$ cat config.mk
export PLATFORM = sky130hd
export DESIGN_NAME = ogpr_out_flat
export DESIGN_NICKNAME = d
export VERILOG_FILES = /design/src/rtl/ogpr_pkg.sv /design/src/rtl/ogpr_ifs.sv /design/src/rtl/ogpr_out.sv /design/src/flat_wrapper.sv
export SDC_FILE = /design/constraint.sdc
export NUM_CORES = 1
export LEC_CHECK = 0
export BUFFER_PORTS_ARGS = -buffer_cell sky130_fd_sc_hd__buf_2
export CORE_ASPECT_RATIO = 1.2
export CORE_UTILIZATION = 35
export CTS_BUF_LIST = sky130_fd_sc_hd__clkbuf_8
export CTS_CLUSTER_SIZE = 10
export DETAILED_ROUTE_END_ITERATION = 10
export HOLD_SLACK_MARGIN = 0.06
export PLACE_DENSITY = 0.6
export SLEW_MARGIN = 10
export SYNTH_ARGS = -nofsm -noshare
export SYNTH_HDL_FRONTEND = slang
export SYNTH_SLANG_ARGS = --single-unit
$ cat constraint.sdc
create_clock -name clk -period 2.05 [get_ports clk]
set_clock_uncertainty 0.15 [all_clocks]
set_input_delay 0.3075 -clock clk [delete_from_list [all_inputs] [get_ports clk]]
set_output_delay 0.3075 -clock clk [all_outputs]
set_load 0.02 [all_outputs]
$ cat src/rtl/ogpr_pkg.sv
package ogpr_pkg;

  // Grid geometry; width and height are powers of two
  localparam int GRID_WIDTH  = 256;
  localparam int GRID_HEIGHT = 256;
  localparam int NUM_CELLS   = GRID_WIDTH * GRID_HEIGHT;

  // Field widths
  localparam int BIDX_W     = 15;
  localparam int BYTE_W     = 8;
  localparam int TIDX_W     = 16;
  localparam int CELL_W     = BIDX_W + 1;
  localparam int TRIG_W     = 16;
  localparam int SHIFT_W    = 24;
  localparam int CFG_IDX_W  = 3;
  localparam int CFG_DATA_W = 24;

  // Nibble masks of the packed grid byte
  localparam logic [BYTE_W-1:0] NIB_HI_MASK = 8'hF0;
  localparam logic [BYTE_W-1:0] NIB_LO_MASK = 8'h0F;

  // Datapath widths
  localparam int GRID_MAX = (GRID_WIDTH > GRID_HEIGHT) ? GRID_WIDTH : GRID_HEIGHT;
  localparam int COORD_W  = $clog2(GRID_MAX) + 1;
  localparam int FRAC_OUT = 28;
  localparam int SHIFT_UP = 6;
  localparam int P_W      = COORD_W + TRIG_W;
  localparam int E_W      = ((COORD_W + 15 > 29) ? COORD_W + 15 : 29) + 2;
  localparam int Q_W      = E_W + TRIG_W;
  localparam int C_W      = Q_W + 1;
  localparam int S_W      = ((C_W > FRAC_OUT + COORD_W + 1) ? C_W : FRAC_OUT + COORD_W + 1) + 1;
  localparam int INT_W    = S_W - FRAC_OUT;

  // Half grid in the Q.28 output format
  localparam logic signed [S_W-1:0] HALF_X = S_W'(GRID_WIDTH / 2) <<< FRAC_OUT;
  localparam logic signed [S_W-1:0] HALF_Y = S_W'(GRID_HEIGHT / 2) <<< FRAC_OUT;

  // Pipeline depth (register stages before the output stage)
  localparam int NUM_STAGES = 6;

  // Register map
  typedef enum logic [CFG_IDX_W-1:0] {
    REG_SRC_COS = 3'd0,
    REG_SRC_SIN = 3'd1,
    REG_DST_COS = 3'd2,
    REG_DST_SIN = 3'd3,
    REG_SHIFT_X = 3'd4,
    REG_SHIFT_Y = 3'd5
  } reg_idx_t;

  typedef struct packed {
    logic signed [TRIG_W-1:0]  src_cos;
    logic signed [TRIG_W-1:0]  src_sin;
    logic signed [TRIG_W-1:0]  dst_cos;
    logic signed [TRIG_W-1:0]  dst_sin;
    logic signed [SHIFT_W-1:0] shift_x;
    logic signed [SHIFT_W-1:0] shift_y;
  } pose_cfg_t;

  typedef struct packed {
    logic s0;
    logic s1;
    logic s2;
    logic s3;
    logic s4;
    logic s5;
  } stage_en_t;

  typedef struct packed {
    logic              ok;
    logic [TIDX_W-1:0] tidx;
  } lane_res_t;

endpackage

$ cat src/rtl/ogpr_ifs.sv


// Target cell stream
interface ogpr_out_if import ogpr_pkg::*; ();
  logic              valid;
  logic              ready;
  logic [TIDX_W-1:0] target_index;
  logic              last;

  modport source (output valid, output target_index, output last, input ready);
  modport sink   (input valid, input target_index, input last, output ready);
endinterface


$ cat src/rtl/ogpr_out.sv
// Output stage: holds both lane results, sends them one per transaction
module ogpr_out import ogpr_pkg::*; (
  input  logic        clk,
  input  logic        rst,
  input  logic        load_valid,
  input  lane_res_t   res0,
  input  lane_res_t   res1,
  output logic        load_ok,
  ogpr_out_if.source  cells
);

  logic [1:0]        pend;
  logic [TIDX_W-1:0] tidx0, tidx1;
  logic              take;

  // Lane 0 goes first; last marks the final pending result
  assign cells.valid        = |pend;
  assign cells.target_index = pend[0] ? tidx0 : tidx1;
  assign cells.last         = !pend[0] || !pend[1];
  assign take               = cells.valid && cells.ready;

  // Free now, or emptied by this transaction
  assign load_ok = (pend == 2'b00) || (take && (pend != 2'b11));

  always_ff @(posedge clk) begin
    if (rst) begin
      pend <= 2'b00;
    end else if (load_ok) begin
      pend <= load_valid ? {res1.ok, res0.ok} : 2'b00;
    end else if (take) begin
      pend[0] <= 1'b0;
    end
  end

  always_ff @(posedge clk) begin
    if (load_ok) begin
      tidx0 <= res0.tidx;
      tidx1 <= res1.tidx;
    end
  end

endmodule

$ cat src/flat_wrapper.sv
// flat-port wrapper written by rule: the top's interface ports become plain ports
module ogpr_out_flat import ogpr_pkg::*;
  (clk, rst, load_valid, res0, res1, load_ok, cells_valid, cells_target_index, cells_last, cells_ready);
  ogpr_out_if cells_i ();
  input  logic clk;
  input  logic rst;
  input  logic load_valid;
  input  lane_res_t res0;
  input  lane_res_t res1;
  output logic load_ok;
  output wire logic [$bits(cells_i.valid)-1:0] cells_valid;
  output wire logic [$bits(cells_i.target_index)-1:0] cells_target_index;
  output wire logic [$bits(cells_i.last)-1:0] cells_last;
  input wire logic [$bits(cells_i.ready)-1:0] cells_ready;
  assign cells_valid = cells_i.valid;
  assign cells_target_index = cells_i.target_index;
  assign cells_last = cells_i.last;
  assign cells_i.ready = cells_ready;
  ogpr_out u_core (.clk(clk), .rst(rst), .load_valid(load_valid), .res0(res0), .res1(res1), .load_ok(load_ok), .cells(cells_i));
endmodule
=== Word-level counts from Yosys, hierarchy flattened ===
Index checks and enable logic that the tools add are counted.

* Bits of input ports: 38
* Word-level logic and storage cells: 18
* Register bits: 34
* Output and inout bits: 19

* Equality and inequality tests: 1
* Reduce and logical (&&, ||, !) cells: 9
* Mux-type cells: 4

{| class="wikitable"
|+ Operator list
! cell !! count
|-
| 16-bit two-way mux || 1
|-
| 1-bit logical AND || 2
|-
| 1-bit logical NOT || 2
|-
| 2-bit logical NOT || 1
|-
| 1-bit logical OR || 2
|-
| 1-bit two-way mux || 2
|-
| 2-bit two-way mux || 1
|-
| 2-bit inequality test, second input constant || 1
|-
| 2-bit nonzero test || 1
|-
| 2-bit OR reduction || 1
|}

=== Depth between registers and ports, before layout ===
Gate-level depths: netlist of the first run.

* Word-level depth: 5
* Depth in mapped cells: 4
* Mapped depth without buffers: 3

=== Worst setup path before layout of the first run ===
OpenSTA, ideal clock, no wires.

* Kind: flip-flop to flip-flop
* Start point: reg u_core.pend[0]
* End point: reg u_core.tidx0[0], enable pin
* Buffers on the path: 1
* Path slack: 0.035 ns
* Library setup time: 0.399 ns
* Data required time: 1.501 ns
* Data arrival time: 1.466 ns
* Cell stages (with the launch flop): 4
* Clock period less this slack: 2.015 ns
* Cells stage by stage: dfxtp_1 -> buf_6 -> inv_2 -> maj3_1

* Word-level cells in the longest chain between the ends: 4
* Elaborated cells between the ends (all ways): 6
* Classes of those cells: eq/ne: 1; reduce/logical: 5

{| class="wikitable"
|+ RTL lines
! what !! RTL line !! text
|-
| from (decl) || ogpr_out.sv:12 || <nowiki>logic [1:0] pend;</nowiki>
|-
| from (signal assigned) || ogpr_out.sv:29 || <nowiki>pend <= load_valid ? {res1.ok, res0.ok} : 2'b00;</nowiki>
|-
| 2-bit OR reduction || ogpr_out.sv:17 || <nowiki>assign cells.valid = |pend;</nowiki>
|-
| 1-bit logical AND || ogpr_out.sv:20 || <nowiki>assign take = cells.valid && cells.ready;</nowiki>
|-
| 1-bit logical AND || ogpr_out.sv:23 || <nowiki>assign load_ok = (pend == 2'b00) || (take && (pend != 2'b11));</nowiki>
|-
| 1-bit logical OR * || ogpr_out.sv:23 ||
|-
| via load_ok || flat_wrapper.sv:10 || <nowiki>output logic load_ok;</nowiki>
|-
| to (signal assigned) || ogpr_out.sv:37 || <nowiki>tidx0 <= res0.tidx;</nowiki>
|-
| to (decl) || ogpr_out.sv:13 || <nowiki>logic [TIDX_W-1:0] tidx0, tidx1;</nowiki>
|}

Mark *: on every way through the listed nets, which the timed path passes. The rest lies on a longest branch.
A chain may end at the register's enable or synchronous reset.

=== Worst setup path in the final report of the first run ===
* Start point: reg u_core.pend[0]
* End point: out cells_target_index[11]

* Word-level cells in the longest chain between the ends: 1

{| class="wikitable"
|+ RTL lines
! what !! RTL line !! text
|-
| 16-bit two-way mux || ogpr_out.sv:18 || <nowiki>assign cells.target_index = pend[0] ? tidx0 : tidx1;</nowiki>
|-
| to (decl) || flat_wrapper.sv:12 || <nowiki>output wire logic [$bits(cells_i.target_index)-1:0] cells_target_index;</nowiki>
|}

Every way passes these cells.

==> impl_metrics.csv, run 1 <==
group,metric,value,unit
setup_path,slowest_stage,"dfxtp_1",
cts,numCtsBuffers,5,
setup_path,worstPathCellList,"buf_4 -> mux2_2 -> buf_2",
die,die-width,57.9,um
route,dr_wl_met3,122,um
route,drtIter0Drc,18,
synth,synthFlopType,"edfxtp_1",
placed_design,dp_hpwl,1680,um
route,wl_met2,1380,um
synth,syn_area_per_cell,20.5,um2
pwr,p_per_area,748,nW/um2
finish,stdcell_area,2050,um2
setup_path,arrival,1.35,ns
synth,ys_async_sr_fraction,0,%
cts,cts_setup_buffers,0,
placed_design,numPortBuffers,56,
global_route,antenna_found_initial,0,
timing,setup_viol,0,
timing,setup_slack,0.241,ns
setup_path,path_class,"reg -> out",
min_path,hp-class,"in -> reg",
cts,cts_resized,0,
die,fp.dieH,69.0,um
global_route,gr-total-overflow,0,
route,vias,902,
die,num_rows,24,
placed_design,placed_cell_area,1640,um2
timing,max_slew_margin,83.2,%
synth,synth_warnings,0,
route,vias_per_cell,4.47,
route,ant_nets,0,
synth,ys_ff_latch,34,
setup_path,cp-end-kind,"output pin",
finish,antenna_cells,0,
setup_path,critPathTopFamily,"buffers and inverters",
die,ios,57,
finish,stdcell_count,202,
setup_path,path_buf_inv,2,
route,dr.pass1.iters,7,
status,violations,"DRC",
cts,hold_buffers,32,
cts,clockBufferDepth,2,
synth,syn_area,1310,um2
finish,nFillCells,299,
setup_path,cp-start-kind,"flop",
global_route,grt_pass1_vias,934,
cts,cts_root_buf,"clkbuf_8",
timing,grt_setup_unrepaired,"no",
cts,clk_latency,0.28,ns
timing,finalCritPeriodShare,88.3,%
finish,final_common_cell,"buf_2",
finish,finalNetCount,200,
global_route,grt_pass1_wl,3950,um
placed_design,gp_congestion,0.808,
setup_path,crit_required,1.59,ns
global_route,grt_max_degree,21,
finish,drive_gt1_share,50.9,%
finish,synthToLayoutAreaGrowth,56.8,%
setup_path,cp_max_fo,9,
setup_path,slowest_delay,0.36,ns
route,finalWirelength,2530,um
timing,fmax,553,MHz
timing,tightest_slew,0.253,ns
die,start_util,36.4,%
synth,synth_nets,102,
die,die_area,3990,um2
placed_design,dp.cells,161,
pwr,leakage,0.883,nW
synth,synth-edff-count,32,
route,wl_per_cell,12.5,um
route,highest_layer,"met4",
synth,synth_cells,64,
cts,ctsHtreeMaxLevel,2,
cts,cts.sinks,34,
timing,min_period,1.81,ns
die,coreArea,3600,um2
finish,final_cell_mix,"buf_2 (56), dlygate4sd3_1 (33), edfxtp_1 (32)",
placed_design,dp_slack,0.543,ns
job,maxCapViolations,0,
global_route,grtUsageTotal,13.9,%
timing,report.final.slew_viol_count,0,
status,outcome,"finished with violations",
route,drt_drc_violations_left,8,
route,met1_length,972,um
pwr,peakVddDrop,0.409,mV
timing,tns,0,ns
cts,path_clk_slew,0.06,ns
synth,ys_seq_area_share,76.4,%
synth,yosysUniqueCellTypes,16,
cts,cts_tree,"yes",
timing,finalHoldViolations,0,
## final timing paths
check	from	to	slack [ns]	cells past startpoint
setup / recovery	u_core.pend[0]	cells_target_index[11]	0.24	3
hold / removal	res1[16]	u_core.pend[1]	0.14	3
setup reg to reg	u_core.pend[0]	u_core.tidx1[7]	0.59	3
hold reg to reg	u_core.pend[1]	u_core.pend[1]	0.40	2
## worst register-to-register path: stages (launching register included)
cell,delay (ns)
dfxtp_1,0.36
inv_2,0.05
maj3_1,0.40
buf_4,0.25
## through the flow
stage / hold slack [ns] / utilization, % / total power [mW]
floorplan: 0.227 / - / 0.977
global placement: 0.334 / 45.6 / 1.05
detailed placement: 0.336 / 45.6 / 1.06
CTS: 0.0627 / 56.7 / 1.56
global route: 0.132 / 57.0 / 1.61
finish: 0.141 / 57.0 / 1.54
## logic make-up (layout without fill, tap and decap cells)
| kind of cell | Yosys count | count (layout) | share of synthesized area [%] |
|---|---|---|---|
| AO/OA/AOI/OAI | 3 | 3 | 1.62 |
| adder cells (fa/ha/maj) | 1 | 1 | 0.764 |
| buffers and inverters | 4 | 103 | 2.58 |
| flip-flops | 34 | 34 | 76.4 |
| multiplexers | 16 | 16 | 16.3 |
| AND/OR/NAND/NOR | 6 | 6 | 2.29 |
## state kept, by name, indices dropped and copies added, names as in the netlist
name / flops
u_core.tidx0: 16
u_core.tidx1: 16
u_core.pend: 2
## cell type report
type	count	area, um2	share of cell area [%]
Sequential cell	34	1000	48.7
Timing Repair Buffer	93	641	31.2
Multi-Input combinational cell	26	275	13.4
Clock buffer	5	68.8	3.35
Tap cell	39	48.8	2.38
Clock inverter	3	12.5	0.609
Inverter	2	7.51	0.365
## report_power, final
part	internal (mW)	leakage, nW	switching, mW
combinational	0.140	0.488	0.115
clock	0.228	0.0468	0.219
sequential	0.821	0.349	0.0143
total	1.19	0.883	0.348
## cell usage after synthesis, types with 2 or more instances
cell | count | area, um2
nand2_1 | 3 | 11.3
edfxtp_1 | 32 | 961
dfxtp_1 | 2 | 40.0
mux2_4 | 9 | 135
mux2_2 | 7 | 78.8
## routing by layer
layer,global-route usage (%),up-vias
met1,12.4,417
met3,6.00,8
met2,25.0,36
li1,-,441
met4,7.67,0
met5,0,-
Note: power is estimated with default switching activity, not from simulation.
==> inputs of run 2 (changes only) <==
- CAP_MARGIN: unset -> 15
- CORE_ASPECT_RATIO: 1.2 -> unset
- SLEW_MARGIN: 10 -> 20
==> run 2 against run 1 <==
Effect of this change:
- the run now ends clean
- maximum frequency decreased by 0.91%
- sequential power about the same
- clock power increased by 2%
- critical path depth unchanged
- core utilization increased by 2.5 points
- via count decreased by 1.2%
- worst hold slack got worse by 0.0063 ns
- clock-buffer cell count unchanged
==> impl_metrics.csv, run 2 (synthesized netlist as in run 1, its figures left out) <==
group,metric,value,unit
placed_design,placed_cell_area,1650,um2
pwr,p_int,1.19,mW
pwr,peakVddDrop,0.458,mV
die,die-width,63.2,um
timing,fmax,548,MHz
placed_design,dp_hpwl,1530,um
die,fp.dieH,63.2,um
timing,whs,0.135,ns
route,met1_length,1050,um
timing,max_slew_margin,86.5,%
timing,finalCritPeriodShare,89.1,%
route,ant_nets,0,
finish,antenna_cells,0,
route,wl_per_cell,12.3,um
timing,min_period,1.83,ns
placed_design,dp.cells,168,
cts,clockBufferDepth,2,
finish,nFillCells,284,
route,drt_drc_violations_left,0,
route,wl_met2,1330,um
route,highest_layer,"met4",
min_path,hp-class,"in -> reg",
pwr,seq_power_share,54.0,%
route,drtIter0Drc,17,
global_route,grt_max_degree,17,
setup_path,crit_required,1.59,ns
route,dr.pass1.iters,4,
placed_design,gp_congestion,0.717,
setup_path,cp-end-kind,"output pin",
finish,largest_registers,"u_core.tidx0: 16 flops, u_core.tidx1: 16 flops, u_core.pend: 2 flops",
die,num_rows,21,
timing,finalHoldViolations,0,
cts,clk_latency,0.28,ns
cts,numCtsBuffers,5,
route,vias,891,
timing,tightest_slew,0.203,ns
setup_path,critPathLaunch,"u_core.pend[0]",
job,maxCapViolations,0,
pwr,p_sw,0.355,mW
pwr,p_clk_share,29.4,%
global_route,grt_pass1_wl,4110,um
setup_path,cp_max_fo,9,
route,dr_wl_met3,169,um
cts,ctsHtreeMaxLevel,2,
finish,synthToLayoutAreaGrowth,57.6,%
route,finalWirelength,2580,um
setup_path,arrival,1.37,ns
finish,postLayoutCoreUtil,59.5,%
setup_path,cp-start-kind,"flop",
placed_design,numPortBuffers,56,
global_route,gr-total-overflow,0,
die,start_util,37.8,%
setup_path,r2r-start,"u_core.pend[0]",
finish,drive_gt1_share,51.5,%
timing,grt_setup_unrepaired,"no",
finish,stdcell_count,209,
finish,finalNetCount,200,
pwr,combPwrFrac,16.6,%
cts,cts_root_buf,"clkbuf_8",
global_route,antenna_found_initial,0,
pwr,p_per_area,749,nW/um2
timing,setup_viol,0,
timing,report.final.slew_viol_count,0,
status,outcome,"finished clean",
finish,final_common_cell,"buf_2",
pwr,swShare,23.0,%
route,vias_per_cell,4.26,
die,die_area,3990,um2
pwr,leakage,0.886,nW
finish,stdcell_area,2060,um2
cts,cts_setup_buffers,0,
global_route,grtUsageTotal,14.7,%
timing,tns,0,ns
min_path,hp-start,"res1[16]",
die,ios,57,
cts,path_clk_slew,0.07,ns
global_route,grt_pass1_vias,931,
cts,cts.sinks,34,
die,coreArea,3470,um2
cts,cts_tree,"yes",
finish,final_cell_mix,"buf_2 (56), dlygate4sd3_1 (33), edfxtp_1 (32)",
cts,cts_resized,0,
setup_path,path_class,"reg -> out",
[run 2: per-stage QoR]
stage | power, mW | worst slack (ns)
2_1_floorplan | 0.977 | 0.0346
5_1_grt | 1.63 | 0.128
3_3_place_gp | 1.05 | 0.545
6_report | 1.55 | 0.224
4_1_cts | 1.57 | 0.206
3_5_place_dp | 1.06 | 0.534
[run 2: layout make-up]
| class | count | area (um2) | area share (%) |
|---|---|---|---|
| Inverter | 2 | 7.51 | 0.364 |
| Tap cell | 46 | 57.6 | 2.79 |
| Sequential cell | 34 | 1000 | 48.5 |
| Clock buffer | 5 | 68.8 | 3.33 |
| Multi-Input combinational cell | 26 | 275 | 13.3 |
| Clock inverter | 3 | 13.8 | 0.667 |
| Timing Repair Buffer | 93 | 641 | 31.0 |
[run 2: power groups by stage]
| stage | logic, mW | registers, mW | clock network [mW] |
|---|---|---|---|
| after floorplan | 0.130 | 0.846 | 0 |
| after global placement | 0.206 | 0.849 | 0 |
| after detailed placement | 0.208 | 0.851 | 0 |
| after CTS | 0.257 | 0.836 | 0.478 |
| after global routing | 0.276 | 0.840 | 0.511 |
| final | 0.257 | 0.835 | 0.454 |
[run 2: path summary, 6_finish.rpt]
path | slack [ns] | endpoint | cells after the start
max reg2reg | 0.60 | u_core.tidx1[3] | 3
min reg2reg | 0.39 | u_core.pend[1] | 2
max | 0.22 | cells_target_index[8] | 3
min | 0.13 | u_core.pend[1] | 3
[run 2: timing repair]
action | CTS | global route
endpoints found under the hold margin | 34 | 0
hold buffers | 33 | 0
endpoints found under the setup margin | 0 | 0
[run 2: critical path, cell delays in order (launching register included)]
cell	delay, ns
dfxtp_1	0.36
buf_4	0.20
mux2_2	0.36
buf_2	0.16
[run 2: metal layers]
metal | global-route usage [%] | vias up
met3 | 7.61 | 4
met4 | 7.67 | 0
met1 | 14.2 | 406
met5 | 0 | -
li1 | - | 439
met2 | 25.1 | 42
